--- config.mk ---
export PLATFORM = sky130hd
export DESIGN_NAME = tlv_frame_decoder
export DESIGN_NICKNAME = d
export VERILOG_FILES = /design/src/design/tfd_pkg.sv /design/src/design/tlv_frame_decoder.sv /design/src/design/tfd_front.sv /design/src/design/tfd_queue.sv /design/src/design/tfd_back.sv
export VERILOG_INCLUDE_DIRS = /design/src /design/src/design
export SDC_FILE = /design/constraint.sdc
export NUM_CORES = 1
export LEC_CHECK = 0
export BUFFER_PORTS_ARGS = -buffer_cell sky130_fd_sc_hd__buf_2
export CORE_MARGIN = 3
export CORE_UTILIZATION = 55
export CTS_CLUSTER_SIZE = 10
export DETAILED_ROUTE_END_ITERATION = 8
export PLACE_DENSITY = 0.74
export SLEW_MARGIN = 20
export SYNTH_ARGS = -nofsm -noshare
export SYNTH_HDL_FRONTEND = slang
export SYNTH_SLANG_ARGS = --single-unit
--- constraint.sdc ---
create_clock -name i_clk -period 6.4 [get_ports i_clk]
set_input_delay 1.28 -clock i_clk [delete_from_list [all_inputs] [get_ports i_clk]]
set_output_delay 1.28 -clock i_clk [all_outputs]
set_load 0.01 [all_outputs]
--- src/design/assert_macros.svh ---
// Shared assertion shorthands for the decoder blocks.
`ifndef ASSERT_MACROS_SVH
`define ASSERT_MACROS_SVH

// Condition must never be true while out of reset.
`define ASSERT_NEVER(label, cond, msg) \
    label: assert property (@(posedge i_clk) disable iff (!i_rst_n) !(cond)) \
        else $error(msg);

// Antecedent in one cycle implies consequent in the next.
`define ASSERT_NEXT(label, ante, cons, msg) \
    label: assert property (@(posedge i_clk) disable iff (!i_rst_n) (ante) |=> (cons)) \
        else $error(msg);

`endif

--- src/design/tfd_pkg.sv ---
package tfd_pkg;

    // Frame delimiters
    localparam logic [7:0] STX_BYTE = 8'h02;
    localparam logic [7:0] ETX_BYTE = 8'h03;

    // Reserved element overhead added before its limit check
    localparam logic [32:0] RSV_OVERHEAD = 33'd4;

    // Configuration register indexes
    localparam logic [1:0] CFG_FRAME_KIND     = 2'd0;
    localparam logic [1:0] CFG_URL_LIMIT      = 2'd1;
    localparam logic [1:0] CFG_PARAM_LIMIT    = 2'd2;
    localparam logic [1:0] CFG_RESERVED_LIMIT = 2'd3;

    localparam int CFG_IDX_W  = 2;
    localparam int CFG_DATA_W = 13;

    // Configuration reset values
    localparam logic              RST_FRAME_KIND     = 1'b1;
    localparam logic [CFG_DATA_W-1:0] RST_URL_LIMIT      = 13'd1024;
    localparam logic [CFG_DATA_W-1:0] RST_PARAM_LIMIT    = 13'd256;
    localparam logic [CFG_DATA_W-1:0] RST_RESERVED_LIMIT = 13'd1024;

    // Result kinds
    localparam logic [1:0] KIND_SCALAR   = 2'd0;
    localparam logic [1:0] KIND_STR_START = 2'd1;
    localparam logic [1:0] KIND_STR_BYTE = 2'd2;
    localparam logic [1:0] KIND_STATUS   = 2'd3;

    // Frame status codes
    localparam logic [2:0] ST_OK        = 3'd0;
    localparam logic [2:0] ST_SHORT     = 3'd1;
    localparam logic [2:0] ST_BAD_DELIM = 3'd2;
    localparam logic [2:0] ST_EMPTY     = 3'd3;
    localparam logic [2:0] ST_STR_LONG  = 3'd4;
    localparam logic [2:0] ST_BUF_LONG  = 3'd5;
    localparam logic [2:0] ST_TRUNC     = 3'd6;

    // Tags of the request set
    localparam logic [7:0] TAG_REQ_SEQ   = 8'd1;
    localparam logic [7:0] TAG_REQ_URL   = 8'd2;
    localparam logic [7:0] TAG_REQ_RSV   = 8'd3;
    // Tags of the response set
    localparam logic [7:0] TAG_RSP_CODE  = 8'd4;
    localparam logic [7:0] TAG_RSP_SEQ   = 8'd5;
    localparam logic [7:0] TAG_RSP_LEVEL = 8'd8;
    localparam logic [7:0] TAG_RSP_PARAM = 8'd9;
    localparam logic [7:0] TAG_RSP_RSV   = 8'd10;

    // Result queue geometry (depth is a power of two)
    localparam int QDEPTH = 4;
    localparam int QAW    = $clog2(QDEPTH);
    localparam int QCW    = $clog2(QDEPTH + 1);

    typedef enum logic [2:0] {
        CLS_UNKNOWN,
        CLS_SCALAR,
        CLS_CODE,
        CLS_STRING,
        CLS_RESERVED
    } t_cls;

    typedef struct packed {
        logic [7:0] data_byte;
        logic       frame_end;
    } t_in_item;

    typedef struct packed {
        logic [1:0]  kind;
        logic [7:0]  tag;
        logic [31:0] value;
        logic [2:0]  status;
    } t_out_item;

    // Map a tag to its element class under the selected tag set
    function automatic t_cls classify(input logic kind_rsp, input logic [7:0] tag);
        t_cls cls;
        cls = CLS_UNKNOWN;
        if (!kind_rsp) begin
            if (tag == TAG_REQ_SEQ) cls = CLS_SCALAR;
            else if (tag == TAG_REQ_URL) cls = CLS_STRING;
            else if (tag == TAG_REQ_RSV) cls = CLS_RESERVED;
        end else begin
            if (tag == TAG_RSP_CODE) cls = CLS_CODE;
            else if (tag >= TAG_RSP_SEQ && tag <= TAG_RSP_LEVEL) cls = CLS_SCALAR;
            else if (tag == TAG_RSP_PARAM) cls = CLS_STRING;
            else if (tag == TAG_RSP_RSV) cls = CLS_RESERVED;
        end
        return cls;
    endfunction

endpackage

--- src/design/tlv_frame_decoder.sv ---
// Streaming TLV frame decoder. Takes one frame byte per cycle (frame_end set on the
// final byte) and gives at most one result per byte: scalar values, string start
// with length, string bytes, and one frame status per frame. The parser accepts a
// byte every cycle while its four-entry result queue has room; a result passes through
// the queue and then the output register before it reaches the output, and up to five
// results (four in the queue, one in the output register) can wait on a stalled output
// before the input is held. Configuration writes take effect at once and are meant to be
// made between frames.
module tlv_frame_decoder
    import tfd_pkg::*;
(
    input  logic                  i_clk,
    input  logic                  i_rst_n,
    input  logic                  i_in_valid,
    output logic                  o_in_ready,
    input  t_in_item              i_in_data,
    output logic                  o_out_valid,
    input  logic                  i_out_ready,
    output t_out_item             o_out_data,
    input  logic                  i_cfg_we,
    input  logic [CFG_IDX_W-1:0]  i_cfg_idx,
    input  logic [CFG_DATA_W-1:0] i_cfg_data
);

    logic      q_full;
    logic      push;
    t_out_item push_item;
    logic      pop;
    logic      q_valid;
    t_out_item q_item;

    tfd_front u_front (
        .i_clk       (i_clk),
        .i_rst_n     (i_rst_n),
        .i_valid     (i_in_valid),
        .o_ready     (o_in_ready),
        .i_item      (i_in_data),
        .i_cfg_we    (i_cfg_we),
        .i_cfg_idx   (i_cfg_idx),
        .i_cfg_data  (i_cfg_data),
        .i_q_full    (q_full),
        .o_push      (push),
        .o_push_item (push_item)
    );

    tfd_queue u_queue (
        .i_clk       (i_clk),
        .i_rst_n     (i_rst_n),
        .i_push      (push),
        .i_push_item (push_item),
        .o_full      (q_full),
        .i_pop       (pop),
        .o_valid     (q_valid),
        .o_item      (q_item)
    );

    tfd_back u_back (
        .i_clk     (i_clk),
        .i_rst_n   (i_rst_n),
        .i_q_valid (q_valid),
        .i_q_item  (q_item),
        .o_pop     (pop),
        .o_valid   (o_out_valid),
        .i_ready   (i_out_ready),
        .o_item    (o_out_data)
    );

endmodule

--- src/design/tfd_front.sv ---
`include "assert_macros.svh"

module tfd_front
    import tfd_pkg::*;
(
    input  logic                  i_clk,
    input  logic                  i_rst_n,
    input  logic                  i_valid,
    output logic                  o_ready,
    input  t_in_item              i_item,
    input  logic                  i_cfg_we,
    input  logic [CFG_IDX_W-1:0]  i_cfg_idx,
    input  logic [CFG_DATA_W-1:0] i_cfg_data,
    input  logic                  i_q_full,
    output logic                  o_push,
    output t_out_item             o_push_item
);

    typedef enum logic [2:0] {
        PH_IDLE,
        PH_TAG,
        PH_LEN,
        PH_VALUE,
        PH_SKIP
    } t_phase;

    t_phase                r_phase, n_phase;
    logic [1:0]            r_hdr, n_hdr;
    logic [7:0]            r_tag, n_tag;
    logic [31:0]           r_rem, n_rem;
    logic [31:0]           r_acc, n_acc;
    logic [2:0]            r_vcnt, n_vcnt;
    logic [2:0]            r_err, n_err;
    logic [1:0]            r_fbc, n_fbc;
    logic                  r_start_ok, n_start_ok;

    logic                  r_frame_kind;
    logic [CFG_DATA_W-1:0] r_url_limit;
    logic [CFG_DATA_W-1:0] r_param_limit;
    logic [CFG_DATA_W-1:0] r_rsv_limit;

    logic                  accept;
    logic [1:0]            cnt;
    t_cls                  cls;
    logic [31:0]           len_new;
    logic [31:0]           rem_dec;
    logic [CFG_DATA_W-1:0] str_limit;
    logic                  str_bad;
    logic                  rsv_bad;
    logic [2:0]            vwidth;
    logic [2:0]            frame_st;

    assign o_ready = !i_q_full;
    assign accept  = i_valid && o_ready;

    // Saturating byte count of the frame so far, this byte included
    assign cnt = (r_fbc == 2'd3) ? 2'd3 : r_fbc + 2'd1;

    assign cls       = classify(r_frame_kind, r_tag);
    assign len_new   = {r_rem[23:0], i_item.data_byte};
    assign rem_dec   = r_rem - 32'd1;
    assign str_limit = r_frame_kind ? r_param_limit : r_url_limit;
    assign str_bad   = len_new >= {19'd0, str_limit};
    assign rsv_bad   = ({1'b0, len_new} + RSV_OVERHEAD) > {20'd0, r_rsv_limit};
    assign vwidth    = (cls == CLS_CODE) ? 3'd1 : 3'd4;

    // Frame status in priority order
    always_comb begin
        priority if (cnt < 2'd2) begin
            frame_st = ST_SHORT;
        end else if (!r_start_ok || i_item.data_byte != ETX_BYTE) begin
            frame_st = ST_BAD_DELIM;
        end else if (cnt == 2'd2) begin
            frame_st = ST_EMPTY;
        end else if (r_err != ST_OK) begin
            frame_st = r_err;
        end else if (r_phase == PH_LEN || r_phase == PH_VALUE) begin
            frame_st = ST_TRUNC;
        end else begin
            frame_st = ST_OK;
        end
    end

    // Per-byte parse step
    always_comb begin
        n_phase     = r_phase;
        n_hdr       = r_hdr;
        n_tag       = r_tag;
        n_rem       = r_rem;
        n_acc       = r_acc;
        n_vcnt      = r_vcnt;
        n_err       = r_err;
        n_fbc       = r_fbc;
        n_start_ok  = r_start_ok;
        o_push      = 1'b0;
        o_push_item = '0;

        if (accept) begin
            if (i_item.frame_end) begin
                // Report the frame and clear for the next one
                o_push             = 1'b1;
                o_push_item.kind   = KIND_STATUS;
                o_push_item.status = frame_st;
                n_phase    = PH_IDLE;
                n_hdr      = '0;
                n_tag      = '0;
                n_rem      = '0;
                n_acc      = '0;
                n_vcnt     = '0;
                n_err      = ST_OK;
                n_fbc      = '0;
                n_start_ok = 1'b0;
            end else begin
                n_fbc = cnt;
                unique case (r_phase)
                    PH_IDLE: begin
                        n_start_ok = (i_item.data_byte == STX_BYTE);
                        n_phase    = (i_item.data_byte == STX_BYTE) ? PH_TAG : PH_SKIP;
                    end
                    PH_TAG: begin
                        n_tag   = i_item.data_byte;
                        n_hdr   = '0;
                        n_rem   = '0;
                        n_phase = PH_LEN;
                    end
                    PH_LEN: begin
                        n_rem = len_new;
                        n_hdr = r_hdr + 2'd1;
                        if (r_hdr == 2'd3) begin
                            n_acc  = '0;
                            n_vcnt = '0;
                            unique case (cls)
                                CLS_SCALAR, CLS_CODE: begin
                                    if (len_new == 32'd0) begin
                                        o_push           = 1'b1;
                                        o_push_item.kind = KIND_SCALAR;
                                        o_push_item.tag  = r_tag;
                                        n_phase          = PH_TAG;
                                    end else begin
                                        n_phase = PH_VALUE;
                                    end
                                end
                                CLS_STRING, CLS_RESERVED: begin
                                    if ((cls == CLS_STRING) ? str_bad : rsv_bad) begin
                                        n_err   = (cls == CLS_STRING) ? ST_STR_LONG
                                                                      : ST_BUF_LONG;
                                        n_phase = PH_SKIP;
                                    end else begin
                                        o_push            = 1'b1;
                                        o_push_item.kind  = KIND_STR_START;
                                        o_push_item.tag   = r_tag;
                                        o_push_item.value = len_new;
                                        n_phase = (len_new != 32'd0) ? PH_VALUE : PH_TAG;
                                    end
                                end
                                default: begin
                                    n_phase = (len_new != 32'd0) ? PH_VALUE : PH_TAG;
                                end
                            endcase
                        end
                    end
                    PH_VALUE: begin
                        n_rem = rem_dec;
                        unique case (cls)
                            CLS_SCALAR, CLS_CODE: begin
                                if (r_vcnt < vwidth) begin
                                    n_acc  = {r_acc[23:0], i_item.data_byte};
                                    n_vcnt = r_vcnt + 3'd1;
                                end
                                if (rem_dec == 32'd0) begin
                                    o_push            = 1'b1;
                                    o_push_item.kind  = KIND_SCALAR;
                                    o_push_item.tag   = r_tag;
                                    o_push_item.value = n_acc;
                                end
                            end
                            CLS_STRING, CLS_RESERVED: begin
                                o_push            = 1'b1;
                                o_push_item.kind  = KIND_STR_BYTE;
                                o_push_item.tag   = r_tag;
                                o_push_item.value = {24'd0, i_item.data_byte};
                            end
                            default: begin
                            end
                        endcase
                        if (rem_dec == 32'd0) begin
                            n_phase = PH_TAG;
                        end
                    end
                    PH_SKIP: begin
                    end
                    default: begin
                        n_phase = PH_IDLE;
                    end
                endcase
            end
        end
    end

    // Hold parse state and configuration
    always_ff @(posedge i_clk) begin
        if (!i_rst_n) begin
            r_phase       <= PH_IDLE;
            r_hdr         <= '0;
            r_tag         <= '0;
            r_rem         <= '0;
            r_acc         <= '0;
            r_vcnt        <= '0;
            r_err         <= ST_OK;
            r_fbc         <= '0;
            r_start_ok    <= 1'b0;
            r_frame_kind  <= RST_FRAME_KIND;
            r_url_limit   <= RST_URL_LIMIT;
            r_param_limit <= RST_PARAM_LIMIT;
            r_rsv_limit   <= RST_RESERVED_LIMIT;
        end else begin
            r_phase    <= n_phase;
            r_hdr      <= n_hdr;
            r_tag      <= n_tag;
            r_rem      <= n_rem;
            r_acc      <= n_acc;
            r_vcnt     <= n_vcnt;
            r_err      <= n_err;
            r_fbc      <= n_fbc;
            r_start_ok <= n_start_ok;
            if (i_cfg_we) begin
                unique case (i_cfg_idx)
                    CFG_FRAME_KIND:     r_frame_kind  <= i_cfg_data[0];
                    CFG_URL_LIMIT:      r_url_limit   <= i_cfg_data;
                    CFG_PARAM_LIMIT:    r_param_limit <= i_cfg_data;
                    CFG_RESERVED_LIMIT: r_rsv_limit   <= i_cfg_data;
                    default: begin
                    end
                endcase
            end
        end
    end

    `ASSERT_NEXT(a_frame_clears, accept && i_item.frame_end, r_phase == PH_IDLE && r_fbc == 2'd0 && r_err == ST_OK, "frame state not cleared after final byte")
    `ASSERT_NEVER(a_status_only_at_end, o_push && o_push_item.kind == KIND_STATUS && !(accept && i_item.frame_end), "status result without final byte")
    `ASSERT_NEVER(a_no_push_when_full, o_push && i_q_full, "result pushed while queue full")

endmodule

--- src/design/tfd_queue.sv ---
`include "assert_macros.svh"

module tfd_queue
    import tfd_pkg::*;
(
    input  logic      i_clk,
    input  logic      i_rst_n,
    input  logic      i_push,
    input  t_out_item i_push_item,
    output logic      o_full,
    input  logic      i_pop,
    output logic      o_valid,
    output t_out_item o_item
);

    t_out_item          r_mem [QDEPTH];
    logic [QAW-1:0]     r_wr_ptr;
    logic [QAW-1:0]     r_rd_ptr;
    logic [QCW-1:0]     r_count;

    assign o_full  = (r_count == QCW'(QDEPTH));
    assign o_valid = (r_count != '0);
    assign o_item  = r_mem[r_rd_ptr];

    // Store pushed results
    always_ff @(posedge i_clk) begin
        if (i_push) begin
            r_mem[r_wr_ptr] <= i_push_item;
        end
    end

    // Advance pointers and occupancy
    always_ff @(posedge i_clk) begin
        if (!i_rst_n) begin
            r_wr_ptr <= '0;
            r_rd_ptr <= '0;
            r_count  <= '0;
        end else begin
            if (i_push) begin
                r_wr_ptr <= r_wr_ptr + QAW'(1);
            end
            if (i_pop) begin
                r_rd_ptr <= r_rd_ptr + QAW'(1);
            end
            if (i_push && !i_pop) begin
                r_count <= r_count + QCW'(1);
            end else if (!i_push && i_pop) begin
                r_count <= r_count - QCW'(1);
            end
        end
    end

    `ASSERT_NEVER(a_no_overflow, i_push && o_full, "push into full result queue")
    `ASSERT_NEVER(a_no_underflow, i_pop && !o_valid, "pop from empty result queue")
    `ASSERT_NEXT(a_count_up, i_push && !i_pop, r_count == $past(r_count) + QCW'(1), "queue count did not advance on push")

endmodule

--- src/design/tfd_back.sv ---
module tfd_back
    import tfd_pkg::*;
(
    input  logic      i_clk,
    input  logic      i_rst_n,
    input  logic      i_q_valid,
    input  t_out_item i_q_item,
    output logic      o_pop,
    output logic      o_valid,
    input  logic      i_ready,
    output t_out_item o_item
);

    logic      r_valid;
    t_out_item r_item;

    // Load the output register from the queue whenever it is empty or being drained and the queue holds a result
    assign o_pop   = i_q_valid && (!r_valid || i_ready);
    assign o_valid = r_valid;
    assign o_item  = r_item;

    always_ff @(posedge i_clk) begin
        if (!i_rst_n) begin
            r_valid <= 1'b0;
        end else if (!r_valid || i_ready) begin
            r_valid <= i_q_valid;
        end
    end

    always_ff @(posedge i_clk) begin
        if (o_pop) begin
            r_item <= i_q_item;
        end
    end

endmodule
# --- After elaboration in Yosys (flattened, before gate mapping) ---
# Memory sizes are Yosys's and may differ from the RTL's. A register that Yosys moved wholly into a read port is not among the register bits.
# Cells that the tools add are included.
totals:
  in_bits: 29
  elab_cells: 181
  reg_bits: 134
  memories: 1
  ramBits: 180
  out_inout_bits: 47
classes:
  magnitude_cmp: 6
  n_mux: 76
  eq_ne: 28
  add_sub_neg: 9
  n_reduce_logical: 44
mem_list:
  columns: ["name", "words", "width", "rd", "rd_ports_with_merged_regs", "write_ports", "line", "source"]
  rows:
  - ["u_queue.r_mem", 4, 45, 1, 1, 1, "tfd_queue.sv:16", "t_out_item r_mem [QDEPTH];"]
op_table:
  columns: ["cell", "n"]
  rows:
  - ["32-bit 2-to-1 mux", 6]
  - ["42-bit case mux with 2 select lines", 2]
  - ["32-bit case mux with 3 select lines", 1]
  - ["3-bit 2-to-1 mux", 31]
  - ["40-bit 2-to-1 mux", 2]
  - ["32-bit logical NOT", 2]
  - ["32-bit case mux with 2 select lines", 1]
  - ["45-bit 2-to-1 mux", 1]
  - ["42-bit 2-to-1 mux", 1]
  - ["41-bit 2-to-1 mux", 1]
  - ["32-bit by 3-bit adder with 33-bit output (second input constant)", 1]
  - ["33-bit by 13-bit > comparator with 1-bit output", 1]
  - ["32-bit by 13-bit greater-or-equal comparator with 1-bit output", 1]
  - ["32-bit nonzero test", 1]
  - ["32-bit by 1-bit subtractor with 32-bit output (second input constant)", 1]
  - ["8-bit by 2-bit equality test with 1-bit output (second input constant)", 3]
  - ["8-bit 2-to-1 mux", 3]
  - ["9-bit case mux with 2 select lines", 1]
  - ["8-bit by 4-bit equality test with 1-bit output (second input constant)", 2]
  - ["2-bit AND reduction", 8]
  - ["3-bit case mux with 5 select lines", 1]
  - ["2-bit nonzero test", 7]
  - ["13-bit 2-to-1 mux", 1]
  - ["3-bit by 2-bit equality test with 1-bit output (second input constant)", 4]
  - ["other kinds (31)", 80]

# --- Logic depth before layout (Yosys ltp) ---
# Gate-level depths: netlist (run 1).
depth:
  word_depth: 18
  mapped_depth: 20
  mapped_depth_nobuf: 19

# --- Cells and area by module ---
# From an unflattened synthesis (run 1), not the netlist that was laid out.
unflattened:
  hier_cells: 1422
  area_unflattened_um2: 16732.3
by_module_without_submodules:
  columns: ["mod", "area_each_um2", "cells_per_inst", "n_inst"]
  rows:
  - ["tfd_front", 8333.0, 1095, 1]
  - ["tfd_queue", 7000.5, 278, 1]
  - ["tfd_back", 1398.8, 49, 1]

# --- Worst setup path after synthesis (run 1) ---
# OpenSTA, ideal clock, no wires.
synth_timing:
  path_kind: "in2reg"
  from: "input i_in_data[5] (netlist bit)"
  to: "memory u_queue.r_mem[0][0] (netlist bit), enable pin"
  path_stages: 14
  setup_slack_ns: 0.794
  arrival_time_ns: 5.199
  path_cell_list: "buf_2 -> nand3_1 -> or2_2 -> nor3_1 -> xnor2_1 -> ha_1 -> nand4_1 -> or2_2 -> o32a_1 -> a2111oi_0 -> nand4_1 -> o311ai_0 -> o31a_1 -> and2_1"
synth_between:
  elab_chain_cells: 11
synth_rtl:
  columns: ["element", "line", "source"]
  rows:
  - ["from (decl)", "tlv_frame_decoder.sv:16", "input t_in_item i_in_data,"]
  - ["32-bit by 3-bit adder with 33-bit output", "tfd_front.sv:64", "assign rsv_bad = ({1'b0, len_new} + RSV_OVERHEAD) > {20'd0, r_rsv_limit};"]
  - ["33-bit by 13-bit > comparator with 1-bit output", "tfd_front.sv:64", null]
  - ["1-bit 2-to-1 mux (2 in a row)", "tfd_front.sv:144", "if ((cls == CLS_STRING) ? str_bad : rsv_bad) begin"]
  - ["1-bit case mux with 2 select lines (*)", "tfd_front.sv:132", "unique case (cls)"]
  - ["1-bit 2-to-1 mux (*)", "tfd_front.sv:129", "if (r_hdr == 2'd3) begin"]
  - ["1-bit case mux with 2 select lines (*)", "tfd_front.sv:115", "unique case (r_phase)"]
  - ["1-bit 2-to-1 mux (*)", "tfd_front.sv:99", "if (i_item.frame_end) begin"]
  - ["1-bit 2-to-1 mux (*)", "tfd_front.sv:98", "if (accept) begin"]
  - ["net push", "tlv_frame_decoder.sv:26", "logic push;"]
  - ["1-bit 2-to-1 mux (*)", "tfd_queue.sv:27", "if (i_push) begin"]
  - ["1-bit 2-to-1 mux (not written as such) (*)", "tfd_queue.sv:28", "r_mem[r_wr_ptr] <= i_push_item;"]
  - ["to (decl)", "tfd_queue.sv:16", null]
# Mark *: on every way through the listed nets, which the timed path passes. The rest lies on a longest branch.

# --- Final worst setup path (run 1) ---
layout_timing:
  from: "input i_in_data[6] (netlist bit)"
  to: "register u_queue.r_count[2]"
layout_between:
  elab_chain_cells: 12
layout_rtl:
  columns: ["element", "line", "source"]
  rows:
  - ["32-bit by 3-bit adder with 33-bit output", "tfd_front.sv:64", null]
  - ["33-bit by 13-bit > comparator with 1-bit output", "tfd_front.sv:64", null]
  - ["1-bit 2-to-1 mux (2 in a row)", "tfd_front.sv:144", null]
  - ["1-bit case mux with 2 select lines (*)", "tfd_front.sv:132", null]
  - ["1-bit 2-to-1 mux (*)", "tfd_front.sv:129", null]
  - ["1-bit case mux with 2 select lines (*)", "tfd_front.sv:115", null]
  - ["1-bit 2-to-1 mux (*)", "tfd_front.sv:99", null]
  - ["1-bit 2-to-1 mux (*)", "tfd_front.sv:98", null]
  - ["net push", "tlv_frame_decoder.sv:26", null]
  - ["1-bit logical NOT", "tfd_queue.sv:47", "end else if (!i_push && i_pop) begin"]
  - ["1-bit logical AND", "tfd_queue.sv:47", null]
  - ["2-bit nonzero test (no line)", null, null]
  - ["to (signal assigned)", "tfd_queue.sv:46", "r_count <= r_count + QCW'(1);"]
  - ["to (signal assigned)", "tfd_queue.sv:48", "r_count <= r_count - QCW'(1);"]
  - ["to (decl)", "tfd_queue.sv:19", "logic [QCW-1:0] r_count;"]
# Marks and branches as above.
# A chain may end at the register's enable or synchronous reset.

==> impl_metrics.csv, run 1 <==
group,metric,value,unit
setup_path,cp-end-kind,"flip-flop",
timing,fmaxAchievable,178,MHz
setup_path,r2r.worst_path.cells,17,
cts,ctsResizeCount,0,
yosys,synth_warnings,0,
yosys,syn_area,17100,sq um
setup_path,regToRegSetupSlack,0.98,ns
route,via_per_inst,6.22,
global_routing,grt_pass1_vias,12100,
route,ant_nets,0,
yosys,synthCells,1528,
timing,slew_viol_final,0,
timing,finalCritPeriodShare,87.9,%
floorplan,die_w,182,um
timing,hold_viol_final,0,
placed_design,portBuffers,75,
route,drt_pass1_iterations,5,
route,drt-total-wl,41.8,mm
setup_path,r2r-start,"u_front.r_rem[0]$_SDFFE_PN0P_",
setup_path,path_cells,"buf_2 -> nand4_1 -> or2_2 -> nor3_1 -> xnor2_1 -> ha_1 -> nand4_1 -> or2_2 -> o32a_1 -> a2111oi_0 -> nand4_1 -> o311ai_0 -> o31a_1 -> ha_1 -> inv_1 -> fa_1 -> xor2_1 -> or3_1 -> a21boi_0",
global_routing,grt_max_degree,82,
layout,drive_gt1_share,13.9,%
run,cap_violations,0,
yosys,yosysSeqAreaShare,55.1,%
route,remaining_drc_errors,0,
floorplan,coreArea,30100,sq um
route,vias,12400,
floorplan,rows,63,
pwr,pwr-share-clk,36.1,%
timing,skew,0.0175,ns
floorplan,fp.dieH,182,um
timing,rsz0062_at_grt,"no",
route,post_drt_wl_per_cell,20.9,um
pwr,ir_drop,188,uV
cts,insertion_delay,0.54,ns
route,drtIter0Drc,1141,
setup_path,cp_max_fo,12,
floorplan,die_area,33200,sq um
yosys,syn-mean-instance-area,11.2,sq um
yosys,synthArstFlopShare,0,%
cts,cts_buffers,42,
pwr,powerDensity,311,nW/um^2
layout,area_growth,11.7,%
setup_path,critPathMostFrequentCell,"nand4_1",
setup_path,cp-startpoint,"i_in_data[6]",
yosys,synth_edf_count,225,
cts,htree_levels,2,
cts,postCtsHoldBufs,0,
layout,fin_nets,1651,
timing,tightest_slew,1.08,ns
setup_path,cpMaxStageDelayCell,"a2111oi_0",
pwr,p_switching,1.54,mW
setup_path,crit_required,6.85,ns
timing,post-route-min-period,5.62,ns
hold_path,hp-start,"u_front.r_rsv_limit[8]$_SDFFE_PN0P_",
pwr,pwr-share-comb,15.1,%
setup_path,crit_path_start_kind,"input pin",
pwr,power,5.95,mW
pwr,p_seq_share,48.8,%
timing,tns,0,ns
timing,relSlewSlack,28.1,%
placed_design,place_area,17900,sq um
pwr,leakagePower,6.63,nW
timing,setup_viol,0,
run_status,status,"finished clean",
global_routing,gr-usage-all-layers,25.0,%
hold_path,hold_path_depth,2,
setup_path,worstSetupPathType,"input pin to flip-flop",
placed_design,hpwl,27.1,mm
setup_path,regToRegEndpoint,"u_queue.r_count[2]$_SDFFE_PN0P_",
global_routing,overflow,0,
floorplan,initial_utilization,56.8,%
cts,cts_tree,"yes",
setup_path,critical-path-max-stage-delay,0.49,ns
yosys,synth.ff_latch_count,358,
hold_path,min_path_type,"flip-flop to flip-flop",
global_routing,grt_pass1_wl,66.7,mm
layout,antenna_cells,0,
pwr,switching_share,25.9,%
setup_path,worstPathArrival,6.07,ns
cts,root_buffer,"clkbuf_16",
layout,utilization,63.4,%
pwr,p_int,4.41,mW
global_routing,antenna_found_initial,0,
yosys,synth_cell_types,75,
setup_path,critPathCapture,"u_queue.r_count[2]$_SDFFE_PN0P_",
floorplan,ios,76,
cts,postCtsSetupBuffers,0,
placed_design,gp_congestion,0.919,
cts,cts.sinks,358,
layout,final_area,19100,sq um
cts,clk_path_buf_depth,3,
yosys,synth-main-ff-cell,"edfxtp_1",
cts,clkTransAtPathRegs,0.06,ns
placed cells by master, fill, tap and decap left out, drive strengths merged, types with 7 or more instances in the layout:
cell	instances
a21o	12
nor3b	7
dfxtp	133
clkbuf	68
a31oi	7
conb	16
edfxtp	225
a211oi	13
and3	12
o32a	8
nand2	183
inv	39
nand4	26
nand3	43
ha	40
or4	12
a22oi	48
a21oi	74
xnor2	23
o31ai	11
a21boi	47
o21ai	32
and2	16
nor3	34
or3	10
buf	98
o211ai	8
or2	11
mux2i	26
nor2b	76
nor2	92
nor4	22
xor2	10
a32o	7
mux4	45
worst min-delay path by stage:
stage                                            endpoint  slack [ns]
finish                u_front.r_rsv_limit[8]$_SDFFE_PN0P_        0.46
detailed placement    u_front.r_rsv_limit[8]$_SDFFE_PN0P_        0.46
floorplan                  u_front.r_vcnt[2]$_SDFFE_PN0P_        0.43
global placement    u_front.r_param_limit[0]$_SDFFE_PN0P_        0.45
global route          u_front.r_rsv_limit[7]$_SDFFE_PN0P_        0.48
CTS                   u_front.r_rsv_limit[8]$_SDFFE_PN0P_        0.47
kinds of logic after synthesis:
| group | Yosys count | share of synthesized area [%] |
|---|---|---|
| multiplexers | 72 | 7.51 |
| XOR/XNOR | 33 | 1.69 |
| AO/OA/AOI/OAI | 305 | 12.2 |
| buffers and inverters | 142 | 3.20 |
| adder cells (fa/ha/maj) | 41 | 3.04 |
| flip-flops | 358 | 55.1 |
| AND/OR/NAND/NOR | 576 | 17.2 |
| other | 1 | 0.0219 |
power groups by stage:
stage,logic [mW],clock network (mW),registers (mW)
2_1_floorplan,0.550,0,2.97
3_3_place_gp,0.884,0,2.94
3_5_place_dp,0.906,0,2.95
4_1_cts,0.911,2.19,2.91
5_1_grt,0.974,2.29,2.94
6_report,0.898,2.15,2.90
flip-flops by register name (all words and copies together), names as in the netlist, 2 cells and up:
name / flops
u_front.r_vcnt: 3
u_front.r_hdr: 2
u_front.r_param_limit: 13
u_back.o_item: 45
u_queue.r_count: 3
u_front.r_url_limit: 13
u_front.r_phase: 3
u_front.r_rem: 32
u_front.r_err: 2
u_front.r_acc: 32
u_front.r_rsv_limit: 13
u_queue.r_rd_ptr: 2
u_front.r_tag: 8
u_queue.r_mem: 180
u_queue.r_wr_ptr: 2
u_front.r_fbc: 2
critical path: cells and delay by family:
kind,cells,cell delay (ns)
compound gates,5,1.43
xor+xnor,2,0.28
simple gates,7,1.88
fa+ha+maj,3,0.91
buf+inv,2,0.30
through the flow:
| stage | hold WS [ns] | setup WS [ns] | cells |
|---|---|---|---|
| 2_1_floorplan | 0.429 | 0.794 | 1543 |
| 3_3_place_gp | 0.449 | 0.545 | 1926 |
| 3_5_place_dp | 0.458 | 0.322 | 1926 |
| 4_1_cts | 0.465 | 0.870 | 2000 |
| 5_1_grt | 0.484 | 0.404 | 2001 |
| 6_report | 0.463 | 0.777 | 2001 |
cell usage after synthesis (9+ instances only):
cell type / number / share of area (%)
nand3_1: 43 / 1.3
ha_1: 40 / 2.9
nor4_1: 19 / 0.69
dfxtp_1: 133 / 16
o31ai_1: 10 / 0.44
a211oi_1: 13 / 0.57
and2_1: 15 / 0.55
and3_1: 12 / 0.44
xor2_1: 10 / 0.51
nor2_1: 92 / 2.0
nand4_1: 26 / 0.95
nor3_1: 34 / 0.99
buf_1: 13 / 0.29
a21boi_0: 46 / 2.0
a21oi_1: 74 / 2.2
or4_1: 11 / 0.48
o21ai_0: 29 / 0.85
a21o_1: 12 / 0.53
nand2_1: 181 / 4.0
inv_1: 38 / 0.83
xnor2_1: 23 / 1.2
clkbuf_1: 81 / 1.8
a22oi_1: 48 / 2.1
or3_1: 10 / 0.37
mux4_2: 45 / 5.9
nor2b_1: 76 / 2.8
mux2i_1: 26 / 1.5
or2_2: 11 / 0.40
edfxtp_1: 225 / 40
buf_2: 9 / 0.26
area by class of cell:
type,count,area [sq um]
Fill cell,2364,11000
Sequential cell,358,9430
Multi-Input combinational cell,1043,7220
Clock buffer,68,1160
Timing Repair Buffer,98,601
Tap cell,390,488
Inverter,38,143
Clock inverter,6,68.8
layer usage:
metal	part of all wire (%)	wire (um)	global-route usage [%]
met3	6.8	2860	3.87
met5	0	0	0
met2	48	20100	40.8
met1	43	17800	35.2
met4	2.4	1020	7.07
(Power assumes the default switching activity.)
==> run 2, diff against run 1 <==
BUFFER_PORTS_ARGS = not set   (was -buffer_cell sky130_fd_sc_hd__buf_2)
DONT_BUFFER_PORTS = 1   (was not set)
PLACE_DENSITY = 0.72   (was 0.74)
==> run 2 against run 1 <==
Fmax up 2.2%. Routed wire length decreased by 1.5%. Design area decreased by 2.2%. Critical path depth decreased by 2. Sequential share of layout area increased by 1.1 points. Clock-buffer cell count increased by 2. Register-to-register slack worse by 0.08 ns. Core utilization down 1.4 points. Critical endpoint unchanged. Clock power is essentially flat. Clock skew grew 0.0076 ns. Worst setup slack gained 0.12 ns.
==> impl_metrics.csv, run 2 (synthesized netlist as in run 1, its figures left out) <==
group,metric,value,unit
setup_path,path_cells,"inv_1 -> ha_1 -> or4b_1 -> or3_1 -> or4_1 -> xor2_1 -> nand3_1 -> nor4_4 -> buf_4 -> and2_1 -> o31a_1 -> ha_1 -> inv_1 -> fa_1 -> xor2_1 -> or3_1 -> a21boi_0",
layout,multi_input_area,7220,sq um
cts,root_buffer,"clkbuf_16",
setup_path,r2r-start,"u_front.r_rem[1]$_SDFFE_PN0P_",
route,ant_nets,0,
floorplan,die_w,182,um
placed_design,dp_slack,0.585,ns
timing,slew_viol_final,0,
layout,fill_cells,2468,
setup_path,crit_path_start_kind,"flip-flop",
placed_design,place_area,17500,sq um
timing,rsz0062_at_grt,"no",
timing,fin_ws,0.899,ns
route,drt-total-wl,41.2,mm
setup_path,critPathTopFamily,"simple AND/OR/NAND/NOR gates",
timing,hold_viol_final,0,
floorplan,initial_utilization,56.8,%
hold_path,min_path_type,"flip-flop to flip-flop",
cts,clk_path_buf_depth,3,
floorplan,die_area,33200,sq um
global_routing,grt_pass1_wl,65.4,mm
placed_design,dpl.cell_count,1852,
cts,cts_tree,"yes",
cts,cts.sinks,358,
timing,setup_viol,0,
pwr,switching_share,25.4,%
setup_path,r2r.worst_path.cells,17,
layout,area_growth,9.27,%
route,vias,12100,
route,post_drt_wl_per_cell,21.4,um
setup_path,crit_required,6.86,ns
setup_path,cpMaxStageDelayCell,"or4b_1",
setup_path,critical-path-max-stage-delay,0.68,ns
layout,utilization,62.1,%
layout,final_common_cell,"edfxtp_1",
route,via_per_inst,6.26,
pwr,p_switching,1.46,mW
pwr,pwr-share-comb,10.7,%
layout,mostFrequentLayoutCells,"225 x edfxtp_1, 181 x nand2_1, 130 x dfxtp_1",
setup_path,regToRegSetupSlack,0.90,ns
floorplan,ios,76,
cts,ctsResizeCount,0,
setup_path,cp_max_fo,14,
hold_path,hold_end,"u_front.r_url_limit[11]$_SDFFE_PN0P_",
cts,postCtsHoldBufs,0,
layout,antenna_cells,0,
layout,final_area,18700,sq um
layout,seq_area,9430,sq um
run,cap_violations,0,
placed_design,gp_congestion,0.944,
cts,htree_levels,2,
layout,drive_gt1_share,9.50,%
route,drt_pass1_iterations,6,
global_routing,overflow,0,
cts,insertion_delay,0.55,ns
timing,relSlewSlack,30.0,%
layout,largest_reg_flops,180,
cts,postCtsSetupBuffers,0,
cts,clkTransAtPathRegs,0.05,ns
pwr,pwr-share-clk,37.0,%
layout,largest_register,"u_queue.r_mem",
placed_design,hpwl,27.4,mm
hold_path,hp-start,"u_front.r_url_limit[11]$_SDFFE_PN0P_",
setup_path,cp-end-kind,"flip-flop",
cts,cts_buffers,42,
pwr,ir_drop,192,uV
floorplan,fp.dieH,182,um
setup_path,cp.buffers_inverters,3,
setup_path,regToRegEndpoint,"u_queue.r_count[2]$_SDFFE_PN0P_",
pwr,leakagePower,6.32,nW
route,remaining_drc_errors,0,
global_routing,grt_max_degree,140,
pwr,p_int,4.30,mW
timing,fmaxAchievable,182,MHz
route,drtIter0Drc,1014,
global_routing,antenna_found_initial,1,
setup_path,worstPathArrival,5.96,ns
run_status,status,"finished clean",
timing,tns,0,ns
pwr,p_seq_share,52.3,%
timing,skew,0.0250,ns
global_routing,grt_pass1_vias,11700,
layout,finalNonFillerCells,1927,
pwr,powerDensity,309,nW/um^2
hold_path,hold_path_depth,2,
global_routing,gr-usage-all-layers,24.6,%
timing,post-route-min-period,5.50,ns
timing,finalCritPeriodShare,86.0,%
floorplan,coreArea,30100,sq um
timing,tightest_slew,1.04,ns
floorplan,rows,63,
layout,fin_nets,1576,
placed_design,portBuffers,0,
setup_path,worstSetupPathType,"flip-flop to flip-flop",
## run 2: cell types whose count changed in the layout (fill, tap and decap cells not counted), sizes merged
cell	change
clkbuf	+2
buf	-75
clkinv	-1
## run 2: power groups by stage
stage	Clock [mW]	Combinational [mW]	Sequential (mW)
after floorplan	0	0.550	2.97
after global placement	0	0.611	3.07
after detailed placement	0	0.624	3.08
after CTS	2.18	0.631	3.03
after global routing	2.28	0.675	3.06
final	2.13	0.617	3.02
## run 2: worst max-delay path by stage
stage,end,cells past startpoint,slack (ns),startpoint
after detailed placement,u_queue.r_count[2]$_SDFFE_PN0P_,15,0.58,i_in_data[3]
after global placement,u_queue.r_count[2]$_SDFFE_PN0P_,18,0.73,i_in_data[3]
after global routing,u_queue.r_count[2]$_SDFFE_PN0P_,17,0.59,u_front.r_rem[1]$_SDFFE_PN0P_
after floorplan,u_queue.r_mem[0][0]$_DFFE_PP_,14,0.79,i_in_data[5]
final,u_queue.r_count[2]$_SDFFE_PN0P_,17,0.90,u_front.r_rem[1]$_SDFFE_PN0P_
after CTS,u_queue.r_count[2]$_SDFFE_PN0P_,17,0.98,u_front.r_rem[1]$_SDFFE_PN0P_
## run 2: area by class of cell
cell class | instances | share of cell area (%)
clock inverters | 5 | 0.341
flip-flops and latches | 358 | 50.4
inverters | 38 | 0.763
multi-input cells | 1043 | 38.6
clock buffers | 70 | 6.19
repair buffers | 23 | 1.06
well taps | 390 | 2.61
## run 2: worst min-delay path: cells and delay by family (launching register included)
| kind | cells | cell delay (ns) |
|---|---|---|
| and+or+nand+nor | 1 | 0.04 |
| DFF | 1 | 0.30 |
| AOI/OAI and AO/OA | 1 | 0.06 |
## run 2: through the flow
step | total power [mW] | hold slack [ns]
floorplan | 3.52 | 0.429
global placement | 3.68 | 0.449
detailed placement | 3.70 | 0.455
CTS | 5.84 | 0.463
global route | 6.01 | 0.483
finish | 5.77 | 0.459
## run 2: layer usage
layer,vias to the layer above,share of wire [%],track usage (%)
li1,5621,-,-
met1,5836,42,32.8
met3,99,7.6,6.22
met4,2,3.0,7.98
met2,503,48,39.9
met5,-,0.019,0
